--- src/design/amcn_pkg.sv ---
// ----------------------------------------------------------------------------
// amcn_pkg: shared types and constants of the min/max calibrating normalizer
// Sample width, derived datapath widths, register indexes, FSM states and the
// status record of the serial divider.
// ----------------------------------------------------------------------------
package amcn_pkg;

  localparam int SAMPLE_BITS = 20;

  localparam int CFG_IDX_W  = 2;
  localparam int CFG_DATA_W = 32;
  localparam int TIME_W     = 32;
  localparam int COUNT_W    = 32;
  localparam int OUT_W      = 8;

  // |v - min| fits SAMPLE_BITS bits, |out_high - out_low| fits OUT_W bits.
  localparam int MAG_W    = SAMPLE_BITS + OUT_W;
  // The divider retires two quotient bits per cycle, so the numerator is even.
  localparam int NUM_W    = 2 * ((MAG_W + 1) / 2);
  localparam int DEN_W    = SAMPLE_BITS;
  localparam int SUM_W    = NUM_W + 2;
  localparam int DIV_ITER = NUM_W / 2;
  localparam int DIV_CNT_W = $clog2(DIV_ITER + 1);

  localparam logic signed [SAMPLE_BITS-1:0] SAMPLE_MAX = {1'b0, {(SAMPLE_BITS-1){1'b1}}};
  localparam logic signed [SAMPLE_BITS-1:0] SAMPLE_MIN = {1'b1, {(SAMPLE_BITS-1){1'b0}}};

  localparam logic [TIME_W-1:0]       CALIB_MS_RESET = 32'd30000;
  localparam logic signed [OUT_W-1:0] OUT_LOW_RESET  = -8'sd1;
  localparam logic signed [OUT_W-1:0] OUT_HIGH_RESET = 8'sd1;

  localparam logic [CFG_IDX_W-1:0] REG_CALIB_MS = 2'd0;
  localparam logic [CFG_IDX_W-1:0] REG_OUT_LOW  = 2'd1;
  localparam logic [CFG_IDX_W-1:0] REG_OUT_HIGH = 2'd2;

  localparam int NUM_AXES = 3;
  typedef logic [1:0] axis_idx_t;
  localparam axis_idx_t LAST_AXIS = axis_idx_t'(NUM_AXES - 1);

  typedef enum logic [2:0] {
    ST_IDLE,
    ST_CAL,
    ST_MUL,
    ST_DIV,
    ST_OUT
  } state_t;

  typedef struct packed {
    logic busy;
    logic done;
  } div_stat_t;

endpackage

--- src/design/amcn_div.sv ---
// ----------------------------------------------------------------------------
// amcn_div: serial unsigned restoring divider
// Shifts the numerator through a remainder register two bits per cycle and
// shifts the quotient bits in behind it; pulses done when the quotient is set.
// ----------------------------------------------------------------------------
module amcn_div (
  input  logic                      clk,
  input  logic                      rst,
  input  logic                      start,
  input  logic [amcn_pkg::NUM_W-1:0] numer,
  input  logic [amcn_pkg::DEN_W-1:0] denom,
  output amcn_pkg::div_stat_t       stat,
  output logic [amcn_pkg::NUM_W-1:0] quot
);
  import amcn_pkg::*;

  logic [NUM_W-1:0]     work;
  logic [DEN_W-1:0]     rem;
  logic [DEN_W-1:0]     den;
  logic [DIV_CNT_W-1:0] cnt;

  logic [DEN_W:0]   r1, r2;
  logic             ge1, ge2;
  logic [DEN_W-1:0] rem1, rem2;
  logic [NUM_W-1:0] w1, w2;

  always_comb begin
    r1   = {rem, work[NUM_W-1]};
    ge1  = r1 >= {1'b0, den};
    rem1 = ge1 ? DEN_W'(r1 - {1'b0, den}) : DEN_W'(r1);
    w1   = {work[NUM_W-2:0], ge1};
    r2   = {rem1, w1[NUM_W-1]};
    ge2  = r2 >= {1'b0, den};
    rem2 = ge2 ? DEN_W'(r2 - {1'b0, den}) : DEN_W'(r2);
    w2   = {w1[NUM_W-2:0], ge2};
  end

  always_ff @(posedge clk) begin
    if (rst) begin
      stat <= '0;
      cnt  <= '0;
    end else begin
      stat.done <= 1'b0;
      if (start) begin
        work      <= numer;
        rem       <= '0;
        den       <= denom;
        cnt       <= DIV_CNT_W'(DIV_ITER);
        stat.busy <= 1'b1;
      end else if (stat.busy) begin
        work <= w2;
        rem  <= rem2;
        cnt  <= cnt - DIV_CNT_W'(1);
        if (cnt == DIV_CNT_W'(1)) begin
          stat.busy <= 1'b0;
          stat.done <= 1'b1;
        end
      end
    end
  end

  assign quot = work;

  ap_busy_counts: assert property (@(posedge clk) disable iff (rst)
    stat.busy |-> cnt != '0)
    else $error("divider busy with an exhausted step counter");

endmodule

--- src/design/axis_minmax_calibrate_normalize_top.sv ---
// ----------------------------------------------------------------------------
// axis_minmax_calibrate_normalize_top: three-axis min/max calibrating normalizer
// Tracks per-axis extremes over a calibration window, then maps each axis
// linearly from its calibrated range to a configured output range.
// ----------------------------------------------------------------------------
//
//  Channel   Handshake                    Beat contents
//  -------   --------------------------   ------------------------------------
//  config    cfg_write                    cfg_index, cfg_data
//  sample    sample_valid / sample_stall  sample_x/y/z, time_ms
//  result    result_valid / result_stall  phase, just_finished, out_x/y/z,
//                                         min/max per axis, samples_seen
//
// A calibration beat passes through ST_CAL and ST_OUT to a loaded result.
// A mapped beat passes through ST_MUL and ST_DIV once per axis, then ST_OUT:
// the three axes share one serial divider that retires two quotient bits per
// cycle; each axis's add and saturate is combinational on the quotient and is
// stored in the result when the divider finishes.
// Reset is synchronous and restores the configuration defaults and the
// calibration state; no clearing pass is needed.
// The output register holds a result under result_stall; the next result then
// waits in ST_OUT, and no new sample is accepted until it is loaded.
// ----------------------------------------------------------------------------
module axis_minmax_calibrate_normalize_top (
  input  logic                                   clk,
  input  logic                                   rst,
  input  logic                                   cfg_write,
  input  logic [amcn_pkg::CFG_IDX_W-1:0]          cfg_index,
  input  logic [amcn_pkg::CFG_DATA_W-1:0]         cfg_data,
  input  logic                                   sample_valid,
  output logic                                   sample_stall,
  input  logic signed [amcn_pkg::SAMPLE_BITS-1:0] sample_x,
  input  logic signed [amcn_pkg::SAMPLE_BITS-1:0] sample_y,
  input  logic signed [amcn_pkg::SAMPLE_BITS-1:0] sample_z,
  input  logic [amcn_pkg::TIME_W-1:0]             time_ms,
  output logic                                   result_valid,
  input  logic                                   result_stall,
  output logic                                   phase,
  output logic                                   just_finished,
  output logic signed [amcn_pkg::SAMPLE_BITS-1:0] out_x,
  output logic signed [amcn_pkg::SAMPLE_BITS-1:0] out_y,
  output logic signed [amcn_pkg::SAMPLE_BITS-1:0] out_z,
  output logic signed [amcn_pkg::SAMPLE_BITS-1:0] min_x,
  output logic signed [amcn_pkg::SAMPLE_BITS-1:0] max_x,
  output logic signed [amcn_pkg::SAMPLE_BITS-1:0] min_y,
  output logic signed [amcn_pkg::SAMPLE_BITS-1:0] max_y,
  output logic signed [amcn_pkg::SAMPLE_BITS-1:0] min_z,
  output logic signed [amcn_pkg::SAMPLE_BITS-1:0] max_z,
  output logic [amcn_pkg::COUNT_W-1:0]            samples_seen
);
  import amcn_pkg::*;

  localparam int SB = SAMPLE_BITS;

  state_t state, state_next;

  // Configuration registers.
  logic [TIME_W-1:0]       calibration_ms;
  logic signed [OUT_W-1:0] out_low;
  logic signed [OUT_W-1:0] out_high;

  // Calibration state.
  logic signed [SB-1:0] axis_min [NUM_AXES];
  logic signed [SB-1:0] axis_max [NUM_AXES];
  logic [COUNT_W-1:0]   calib_count;
  logic                 in_calibration;
  logic [TIME_W-1:0]    window_start;
  logic                 start_latched;

  // The accepted sample and its pending result.
  logic signed [SB-1:0] smp [NUM_AXES];
  logic [TIME_W-1:0]    smp_time;
  logic signed [SB-1:0] res [NUM_AXES];
  logic                 res_phase;
  logic                 res_done;
  axis_idx_t            axis;
  logic                 neg_q;
  logic                 zero_rng;

  logic             div_start;
  div_stat_t        div_stat;
  logic [NUM_W-1:0] div_numer;
  logic [NUM_W-1:0] div_quot;
  logic [DEN_W-1:0] div_denom;

  logic load_out;
  assign load_out = (state == ST_OUT) && (!result_valid || !result_stall);

  // Elapsed time is taken modulo 2^32; the first sample opens the window.
  logic [TIME_W-1:0] elapsed;
  logic              cal_done;
  assign elapsed  = smp_time - (start_latched ? window_start : smp_time);
  assign cal_done = elapsed >= calibration_ms;

  // Multiply the magnitudes; the sign of the quotient is kept aside.
  logic signed [SB:0]      diff;
  logic signed [OUT_W:0]   delta;
  logic [SB-1:0]           diff_mag;
  logic [OUT_W-1:0]        delta_mag;
  logic [MAG_W-1:0]        prod;

  always_comb begin
    diff      = (SB+1)'(smp[axis]) - (SB+1)'(axis_min[axis]);
    delta     = (OUT_W+1)'(out_high) - (OUT_W+1)'(out_low);
    diff_mag  = SB'(diff[SB] ? -diff : diff);
    delta_mag = OUT_W'(delta[OUT_W] ? -delta : delta);
    prod      = MAG_W'(diff_mag) * MAG_W'(delta_mag);
    div_numer = NUM_W'(prod);
    div_denom = DEN_W'(axis_max[axis] - axis_min[axis]);
  end

  // Apply the sign, add out_low, saturate to the field; a zero range gives zero.
  logic [SUM_W-1:0]        q_ext;
  logic signed [SUM_W-1:0] q_signed;
  logic signed [SUM_W-1:0] sum;
  logic signed [SB-1:0]    mapped;

  always_comb begin
    q_ext    = SUM_W'(div_quot);
    q_signed = neg_q ? -$signed(q_ext) : $signed(q_ext);
    sum      = q_signed + SUM_W'(out_low);
    if (zero_rng) begin
      mapped = '0;
    end else if (sum > SUM_W'(SAMPLE_MAX)) begin
      mapped = SAMPLE_MAX;
    end else if (sum < SUM_W'(SAMPLE_MIN)) begin
      mapped = SAMPLE_MIN;
    end else begin
      mapped = SB'(sum);
    end
  end

  amcn_div u_div (
    .clk   (clk),
    .rst   (rst),
    .start (div_start),
    .numer (div_numer),
    .denom (div_denom),
    .stat  (div_stat),
    .quot  (div_quot)
  );

  always_ff @(posedge clk) begin
    if (rst) begin
      state <= ST_IDLE;
    end else begin
      state <= state_next;
    end
  end

  always_comb begin
    state_next   = state;
    sample_stall = 1'b1;
    div_start    = 1'b0;
    unique case (state)
      ST_IDLE: begin
        sample_stall = 1'b0;
        if (sample_valid) begin
          state_next = in_calibration ? ST_CAL : ST_MUL;
        end
      end
      ST_CAL: begin
        state_next = ST_OUT;
      end
      ST_MUL: begin
        div_start  = 1'b1;
        state_next = ST_DIV;
      end
      ST_DIV: begin
        if (div_stat.done) begin
          state_next = (axis == LAST_AXIS) ? ST_OUT : ST_MUL;
        end
      end
      ST_OUT: begin
        if (!result_valid || !result_stall) begin
          state_next = ST_IDLE;
        end
      end
      default: begin
        state_next = ST_IDLE;
      end
    endcase
  end

  // Control and calibration state.
  always_ff @(posedge clk) begin
    if (rst) begin
      calibration_ms <= CALIB_MS_RESET;
      out_low        <= OUT_LOW_RESET;
      out_high       <= OUT_HIGH_RESET;
      for (int i = 0; i < NUM_AXES; i++) begin
        axis_min[i] <= SAMPLE_MAX;
        axis_max[i] <= SAMPLE_MIN;
      end
      calib_count    <= '0;
      in_calibration <= 1'b1;
      window_start   <= '0;
      start_latched  <= 1'b0;
      result_valid   <= 1'b0;
      axis           <= '0;
    end else begin
      if (cfg_write) begin
        unique case (cfg_index)
          REG_CALIB_MS: calibration_ms <= TIME_W'(cfg_data);
          REG_OUT_LOW:  out_low        <= OUT_W'(cfg_data);
          REG_OUT_HIGH: out_high       <= OUT_W'(cfg_data);
          default: ;
        endcase
      end

      if (load_out) begin
        result_valid <= 1'b1;
      end else if (result_valid && !result_stall) begin
        result_valid <= 1'b0;
      end

      unique case (state)
        ST_IDLE: begin
          axis <= '0;
        end
        ST_CAL: begin
          for (int i = 0; i < NUM_AXES; i++) begin
            if (smp[i] < axis_min[i]) axis_min[i] <= smp[i];
            if (smp[i] > axis_max[i]) axis_max[i] <= smp[i];
          end
          calib_count <= calib_count + COUNT_W'(1);
          if (!start_latched) begin
            window_start  <= smp_time;
            start_latched <= 1'b1;
          end
          if (cal_done) begin
            in_calibration <= 1'b0;
          end
        end
        ST_DIV: begin
          if (div_stat.done && axis != LAST_AXIS) begin
            axis <= axis + axis_idx_t'(1);
          end
        end
        default: ;
      endcase
    end
  end

  // Sample, working and result payload.
  always_ff @(posedge clk) begin
    if (state == ST_IDLE && sample_valid) begin
      smp[0]   <= sample_x;
      smp[1]   <= sample_y;
      smp[2]   <= sample_z;
      smp_time <= time_ms;
    end
    if (state == ST_CAL) begin
      for (int i = 0; i < NUM_AXES; i++) begin
        res[i] <= smp[i];
      end
      res_phase <= 1'b0;
      res_done  <= cal_done;
    end
    if (state == ST_MUL) begin
      neg_q    <= diff[SB] ^ delta[OUT_W];
      zero_rng <= axis_max[axis] == axis_min[axis];
    end
    if (state == ST_DIV && div_stat.done) begin
      res[axis] <= mapped;
      res_phase <= 1'b1;
      res_done  <= 1'b0;
    end
    if (load_out) begin
      phase         <= res_phase;
      just_finished <= res_done;
      out_x         <= res[0];
      out_y         <= res[1];
      out_z         <= res[2];
      min_x         <= axis_min[0];
      max_x         <= axis_max[0];
      min_y         <= axis_min[1];
      max_y         <= axis_max[1];
      min_z         <= axis_min[2];
      max_z         <= axis_max[2];
      samples_seen  <= calib_count;
    end
  end

  ap_load_from_out: assert property (@(posedge clk) disable iff (rst)
    $rose(result_valid) |-> $past(state == ST_OUT))
    else $error("result loaded outside the output state");

  ap_calib_sticky: assert property (@(posedge clk) disable iff (rst)
    !in_calibration |=> !in_calibration)
    else $error("calibration restarted without reset");

  ap_range_order: assert property (@(posedge clk) disable iff (rst)
    (calib_count != '0) |-> (axis_min[0] <= axis_max[0] && axis_min[1] <= axis_max[1]
                             && axis_min[2] <= axis_max[2]))
    else $error("calibrated minimum above maximum");

  ap_div_done_state: assert property (@(posedge clk) disable iff (rst)
    div_stat.done |-> state == ST_DIV)
    else $error("divider finished while no axis was waiting for it");

endmodule
--- config.mk ---
export PLATFORM = sky130hd
export DESIGN_NAME = axis_minmax_calibrate_normalize_top
export DESIGN_NICKNAME = d
export VERILOG_FILES = /design/src/design/amcn_pkg.sv /design/src/design/amcn_div.sv /design/src/design/axis_minmax_calibrate_normalize_top.sv
export SDC_FILE = /design/constraint.sdc
export NUM_CORES = 2
export LEC_CHECK = 0
export ABC_AREA = 0
export ABC_CLOCK_PERIOD_IN_PS = 32299
export BUFFER_PORTS_ARGS = -buffer_cell sky130_fd_sc_hd__buf_2
export CORE_UTILIZATION = 47
export DETAILED_ROUTE_END_ITERATION = 16
export PLACE_DENSITY = 0.73
export SYNTH_ARGS = -nofsm -noshare
export SYNTH_HDL_FRONTEND = slang
export SYNTH_HIERARCHICAL = 1
export SYNTH_SLANG_ARGS = --single-unit
--- constraint.sdc ---
create_clock -name clk -period 32.3 [get_ports clk]
set_input_delay 4.845 -clock clk [delete_from_list [all_inputs] [get_ports clk]]
set_output_delay 4.845 -clock clk [all_outputs]
set_load 0.005 [all_outputs]
# After elaboration in Yosys (flattened, before gate mapping)
# Memories as Yosys holds them, arrays and structs flattened. A register that Yosys moved wholly into a read port is not among the register bits.
# Index checks and enable logic that the tools add are counted.
[word_totals]
register_bits = 384
latchBits = 0
ramBits = 240
romBits = 0
inputBits = 131
out_inout_bits = 216
mem_count = 4
[memory_table]
columns = ["memory", "depth", "width", "read_ports", "rd_clocked_by_memory_dff", "wr", "line", "text"]
rows = [
  ["axis_max", 3, 20, 4, 1, 3, "axis_minmax_calibrate_normalize_top.sv:64", "logic signed [SB-1:0] axis_max [NUM_AXES];"],
  ["axis_min", 3, 20, 4, 1, 3, "axis_minmax_calibrate_normalize_top.sv:63", "logic signed [SB-1:0] axis_min [NUM_AXES];"],
  ["res", 3, 20, 3, 3, 3, "axis_minmax_calibrate_normalize_top.sv:73", "logic signed [SB-1:0] res [NUM_AXES];"],
  ["smp", 3, 20, 4, 1, 3, "axis_minmax_calibrate_normalize_top.sv:71", "logic signed [SB-1:0] smp [NUM_AXES];"],
]
[op_classes]
add_sub_neg = 13
n_mul = 1
div_mod_pow = 0
n_lt_le_gt_ge = 11
eq_ne = 14
n_shift = 0
muxes = 76
bitwise = 9
n_reduce_logical = 24
[ops]
columns = ["op", "n"]
rows = [
  ["$mux 20", 14],
  ["$gt 20x20->1", 3],
  ["$lt 20x20->1", 3],
  ["$sub 20x20->20", 3],
  ["$mux 28", 2],
  ["$ge 21x20->1", 2],
  ["$mux 1", 38],
  ["$add 32x1->32 const B", 1],
  ["$ge 32x32->1", 1],
  ["$mux 32", 1],
  ["$sub 32x32->32", 1],
  ["$add 30x8->30", 1],
  ["$gt 30x20->1 const B", 1],
  ["$lt 30x20->1 const B", 1],
  ["$mux 30", 1],
  ["$neg 28->30", 1],
  ["$mul 20x8->28", 1],
  ["$mux 2", 11],
  ["$sub 20x20->21", 1],
  ["$eq 20x20->1", 1],
  ["$neg 20->20", 1],
  ["$reduce_or 20->1", 1],
  ["$pmux 3 s5", 1],
  ["$reduce_and 2->1", 7],
  ["28 further kinds", 50],
]

# Logic depth before layout (Yosys ltp)
[depth]
depth_word = 8
depth_mapped = 40
mapped_depth_nobuf = 37

# By module
# The synthesis kept the hierarchy.
[by_module_without_submodules]
columns = ["mod", "n_inst", "cells_per_inst", "area_each_um2", "seq_area_each_um2"]
rows = [
  ["axis_minmax_calibrate_normalize_top", 1, 3593, 37504.7, 17136.4],
  ["amcn_div", 1, 495, 5143.7, 2162.1],
]

# Worst setup path after synthesis
# No wires, ideal clock.
[synth_path]
kind = "input port to flip-flop"
startpoint = "in result_stall"
endpoint = "reg just_finished (enable)"
setup_time_ns = 0.859
arrival_ns = 15.128
t_required_ns = 31.441
setup_slack_ns = 16.313
cell_stages = 1
cell_sequence = "a21oi_1"
[synth_via]
elab_chain_cells = 3
[synth_lines]
columns = ["element", "line", "text"]
rows = [
  ["start: declaration", "axis_minmax_calibrate_normalize_top.sv:37", "input logic result_stall,"],
  ["$logic_not 1->1", "axis_minmax_calibrate_normalize_top.sv:87", "assign load_out = (state == ST_OUT) && (!result_valid || !result_stall);"],
  ["$logic_or 1x1->1", "axis_minmax_calibrate_normalize_top.sv:87", ""],
  ["$logic_and 1x1->1", "axis_minmax_calibrate_normalize_top.sv:87", ""],
  ["end signal: assignment", "axis_minmax_calibrate_normalize_top.sv:271", "just_finished <= res_done;"],
  ["end: declaration", "axis_minmax_calibrate_normalize_top.sv:39", "output logic just_finished,"],
]
# Every way passes these cells.
# A chain may end at the register's enable or synchronous reset.

==> results.txt <==
----------------------------------------------------
[Yosys]
  Synthesis Warnings ... 6
  Share of async-settable or async-resettable flops after synthesis ... 0%
  Nets in the synthesized netlist ... 4687
  Total standard cell area after synthesis ... 42600 µm²
  Synth Flop Type ... sky130_fd_sc_hd__edfxtp_1
  Post-Synthesis Mean Instance Area ... 10.4 µm²
  Number of flops mapped to enable cells by yosys ... 556
  Sequential fraction of the synthesis area ... 45.3%
  Cell taking the most area after synthesis ... sky130_fd_sc_hd__edfxtp_1
  Portion of synthesized cell area occupied by the leading cell type ... 39.1%
  Count of mapped cells out of synthesis ... 4088
  Post-synthesis sequential element count ... 686
  Top cells by area in the synthesized netlist ... sky130_fd_sc_hd__edfxtp_1 39%, sky130_fd_sc_hd__ha_1 10%, sky130_fd_sc_hd__dfxtp_1 6.1%, sky130_fd_sc_hd__fa_1 5.4%, sky130_fd_sc_hd__inv_1 3.7%
  Count of different cell masters after synthesis ... 87

[Routing]
  Vias per inst ... 5.73
  Number of search-and-repair iterations in the first detailed-routing pass ... 6
  Average wire per cell in the routed design ... 22.1 µm
  Number of design rule violations left after detail routing ... 0
  Via count ... 32400
  DR iter-0 viols ... 3182
  Routed wire length ... 125000 µm
  Number of nets with antenna violations after routing ... 0

[Worst setup path]
  Peak fanout along the critical path ... 60
  Crit Reg-Reg Endpoint ... u_div/quot[24]
  Critical path's largest stage delay ... 0.86 ns
  Slack of the worst reg-to-reg path ... 21.84 ns
  Required time of the critical path ... 32.73 ns
  Cell type with the highest occurrence count on the critical path ... sky130_fd_sc_hd__fa_1
  Crit path capture type ... flop
  Worst Setup EP ... u_div/quot[24]
  Length in cells of the worst reg-to-reg path ... 33
  Slowest stage cell on the critical path ... sky130_fd_sc_hd__a31oi_1
  Type of origin of the critical path ... flop
  Worst path arrival time ... 10.88 ns
  Critical setup path kind ... reg2reg

[Clocking]
  Later-pin clock latency in the skew report ... 0.68 ns
  Sinks on the clock net ... 686
  Total CTS buffers ... 74
  Max clock buf depth ... 3
  Post-cts resize count ... 0
  Depth of the CTS H-tree ... 3
  CTS tree ... built
  Clock transition at the register clock pins on the worst setup and hold paths after CTS ... 0.07 ns
  Setup repair bufs after CTS ... 0
  Number of hold buffers added after cts ... 0
  Clk Tree Root Cell ... sky130_fd_sc_hd__clkbuf_16

[STA]
  Post-route fraction of the period consumed by the critical path ... 32.4%
  Min Tclk post-route ... 10.46 ns
  Max-slew violation count ... 0
  Transition time at the pin with the least slew margin ... 1.13 ns
  Fmax achieved ... 95.6 MHz
  Headroom to the max-slew limit ... 24.2%
  Final hold viol count ... 0
  RSZ-0062 raised after global routing ... no
  Worst setup skew after layout ... 0.0475 ns
  Sum Neg Setup Slack ... 0 ns
  # setup viols final ... 0
  Smallest setup slack after layout ... 21.84 ns

[GRT]
  Number of global-route vias before repair ... 31100
  First-pass GRT wire length ... 186000 µm
  Number of antenna violations at the first check in global routing ... 12
  Maximum number of pins on one net before global-route repair ... 104
  GRT Resource Usage Total ... 26.9%
  Global-route congestion overflow total ... 0

[Die]
  FP Rows ... 110
  Die area ... 91900 µm²
  Initial standard-cell utilization of the core ... 47.4%
  # IOs ... 347
  Y dimension of the die ... 303 µm
  Die Wd ... 303 µm
  Core region area ... 90000 µm²

[Finish]
  Layout cells sized above 1 ... 14.3%
  Cell area after layout ... 48400 µm²
  FF+latch area ... 19300 µm²
  Fin cells ... 5660
  Antenna cell count ... 0
  Multi-input logic area ... 21300 µm²
  Layout Nets ... 5024
  Layout filler cell count ... 7839
  Area delta synth->final ... 13.4%

[Placement]
  Placed inst area ... 45800 µm²
  Routability Congestion ... 1.01
  Number of cells in the design after placement ... 5525
  DP HPWL ... 96600 µm
  Count of buffers inserted at the top-level ports ... 346
  Setup slack after placement ... 21.99 ns

[Worst hold path]
  Path type of the worst min-delay path ... reg2reg

[Run]
  Maximum Capacitance Violations ... 0

[Status]
  Status ... completed

----------------------------------------------------
through the flow:
step,utilization (%),hold WS (ns)
2_1_floorplan,-,0.400
3_3_place_gp,50.9,0.401
3_5_place_dp,50.9,0.405
4_1_cts,53.7,0.416
5_1_grt,53.7,0.421
6_report,53.7,0.416
cells in the mapped netlist (9+ instances only):
master,count
sky130_fd_sc_hd__o31ai_1,75
sky130_fd_sc_hd__clkbuf_1,121
sky130_fd_sc_hd__a21oi_2,12
sky130_fd_sc_hd__a31oi_1,22
sky130_fd_sc_hd__dfxtp_1,130
sky130_fd_sc_hd__or3_1,20
sky130_fd_sc_hd__o211ai_1,20
sky130_fd_sc_hd__o21bai_1,19
sky130_fd_sc_hd__and3_1,18
sky130_fd_sc_hd__nand3_1,49
sky130_fd_sc_hd__inv_1,415
sky130_fd_sc_hd__nor2b_1,25
sky130_fd_sc_hd__or2_2,49
sky130_fd_sc_hd__nor2_1,355
sky130_fd_sc_hd__a211oi_1,55
sky130_fd_sc_hd__xor2_1,78
sky130_fd_sc_hd__xnor2_1,141
sky130_fd_sc_hd__a211o_1,15
sky130_fd_sc_hd__o21a_1,39
sky130_fd_sc_hd__nand2b_1,33
sky130_fd_sc_hd__edfxtp_1,556
sky130_fd_sc_hd__mux2i_1,115
sky130_fd_sc_hd__o21ai_0,189
sky130_fd_sc_hd__o21ai_1,34
sky130_fd_sc_hd__mux2_2,32
sky130_fd_sc_hd__nor3_1,53
sky130_fd_sc_hd__nand4_1,43
sky130_fd_sc_hd__and2_1,72
sky130_fd_sc_hd__nand2_1,324
sky130_fd_sc_hd__a21oi_1,229
sky130_fd_sc_hd__and4_1,9
sky130_fd_sc_hd__fa_1,115
sky130_fd_sc_hd__a21boi_0,11
sky130_fd_sc_hd__buf_1,10
sky130_fd_sc_hd__nor4_1,11
sky130_fd_sc_hd__a21o_1,111
sky130_fd_sc_hd__o41ai_1,10
sky130_fd_sc_hd__ha_1,353
logic make-up after synthesis:
group	after synthesis	share of synthesized area (%)
and+or+nand+nor	1089	11.9
AOI/OAI and AO/OA	924	14.1
DFF	686	45.3
buffers and inverters	555	4.98
adders and majority gates	468	15.8
xor gates and xnor gates	219	4.50
muxes	147	3.54
state kept, by name, summed over array words and instances (netlist names), 28 cells and up, named ones only:
register / cells
smp_time: 32
samples_seen: 32
window_start: 32
axis_min: 60
calibration_ms: 32
u_div/quot: 28
smp: 60
calib_count: 32
axis_max: 60
res: 60
metal layers:
| layer | up-vias | track usage [%] | part of all wire (%) |
|---|---|---|---|
| met1 | 15600 | 36.2 | 41 |
| met5 | - | 0 | 0.060 |
| li1 | 15200 | - | - |
| met4 | 12 | 9.21 | 3.4 |
| met3 | 256 | 6.55 | 10 |
| met2 | 1422 | 42.5 | 45 |
placed cells by master, fill, tap and decap left out, types with 11 or more instances in the layout:
master                      instances
sky130_fd_sc_hd__a211o_1           15
sky130_fd_sc_hd__a211oi_1          55
sky130_fd_sc_hd__a21boi_0          11
sky130_fd_sc_hd__a21o_1           111
sky130_fd_sc_hd__a21oi_1          228
sky130_fd_sc_hd__a21oi_2           12
sky130_fd_sc_hd__a31oi_1           22
sky130_fd_sc_hd__and2_1            71
sky130_fd_sc_hd__and3_1            18
sky130_fd_sc_hd__buf_2            345
sky130_fd_sc_hd__buf_4             54
sky130_fd_sc_hd__clkbuf_1          20
sky130_fd_sc_hd__clkbuf_16         75
sky130_fd_sc_hd__dfxtp_1          127
sky130_fd_sc_hd__edfxtp_1         556
sky130_fd_sc_hd__fa_1             115
sky130_fd_sc_hd__ha_1             353
sky130_fd_sc_hd__inv_1            415
sky130_fd_sc_hd__mux2_2            32
sky130_fd_sc_hd__mux2i_1          114
sky130_fd_sc_hd__nand2_1          324
sky130_fd_sc_hd__nand2b_1          33
sky130_fd_sc_hd__nand3_1           49
sky130_fd_sc_hd__nand4_1           43
sky130_fd_sc_hd__nor2_1           354
sky130_fd_sc_hd__nor2b_1           25
sky130_fd_sc_hd__nor3_1            51
sky130_fd_sc_hd__nor4_1            11
sky130_fd_sc_hd__o211ai_1          20
sky130_fd_sc_hd__o21a_1            39
sky130_fd_sc_hd__o21ai_0          189
sky130_fd_sc_hd__o21ai_1           33
sky130_fd_sc_hd__o21bai_1          19
sky130_fd_sc_hd__o31ai_1           75
sky130_fd_sc_hd__or2_2             49
sky130_fd_sc_hd__or3_1             20
sky130_fd_sc_hd__xnor2_1          141
sky130_fd_sc_hd__xor2_1            76
how the worst min path moves through the flow:
stage | startpoint | endpoint | slack [ns] | cells past startpoint
global route | res[2][15] | out_z[15] | 0.42 | 0
finish | res[2][7] | out_z[7] | 0.42 | 0
floorplan | res[0][0] | out_x[0] | 0.40 | 0
CTS | res[2][11] | out_z[11] | 0.42 | 0
detailed placement | res[0][10] | out_x[10] | 0.40 | 0
global placement | res[0][10] | out_x[10] | 0.40 | 0
worst max-delay path: cells and delay by family, from the launching register on:
| family | cells | cell delay, ns |
|---|---|---|
| muxes | 2 | 0.55 |
| xor gates and xnor gates | 2 | 0.70 |
| buffers and inverters | 3 | 0.86 |
| and+or+nand+nor | 4 | 0.61 |
| adders and majority gates | 7 | 3.12 |
| DFF | 1 | 0.33 |
| AOI/OAI and AO/OA | 15 | 4.05 |
area by class of cell:
type / instances / share of cell area (%)
clock buffers: 100 / 4.18
inverters: 417 / 3.24
flip-flops and latches: 686 / 39.9
repair buffers: 399 / 4.41
multi-input cells: 2847 / 44.1
clock inverters: 35 / 1.08
well taps: 1176 / 3.04
Power is not shown: default switching activity piles up to over one toggle a cycle in this logic, so the estimate is an artifact.
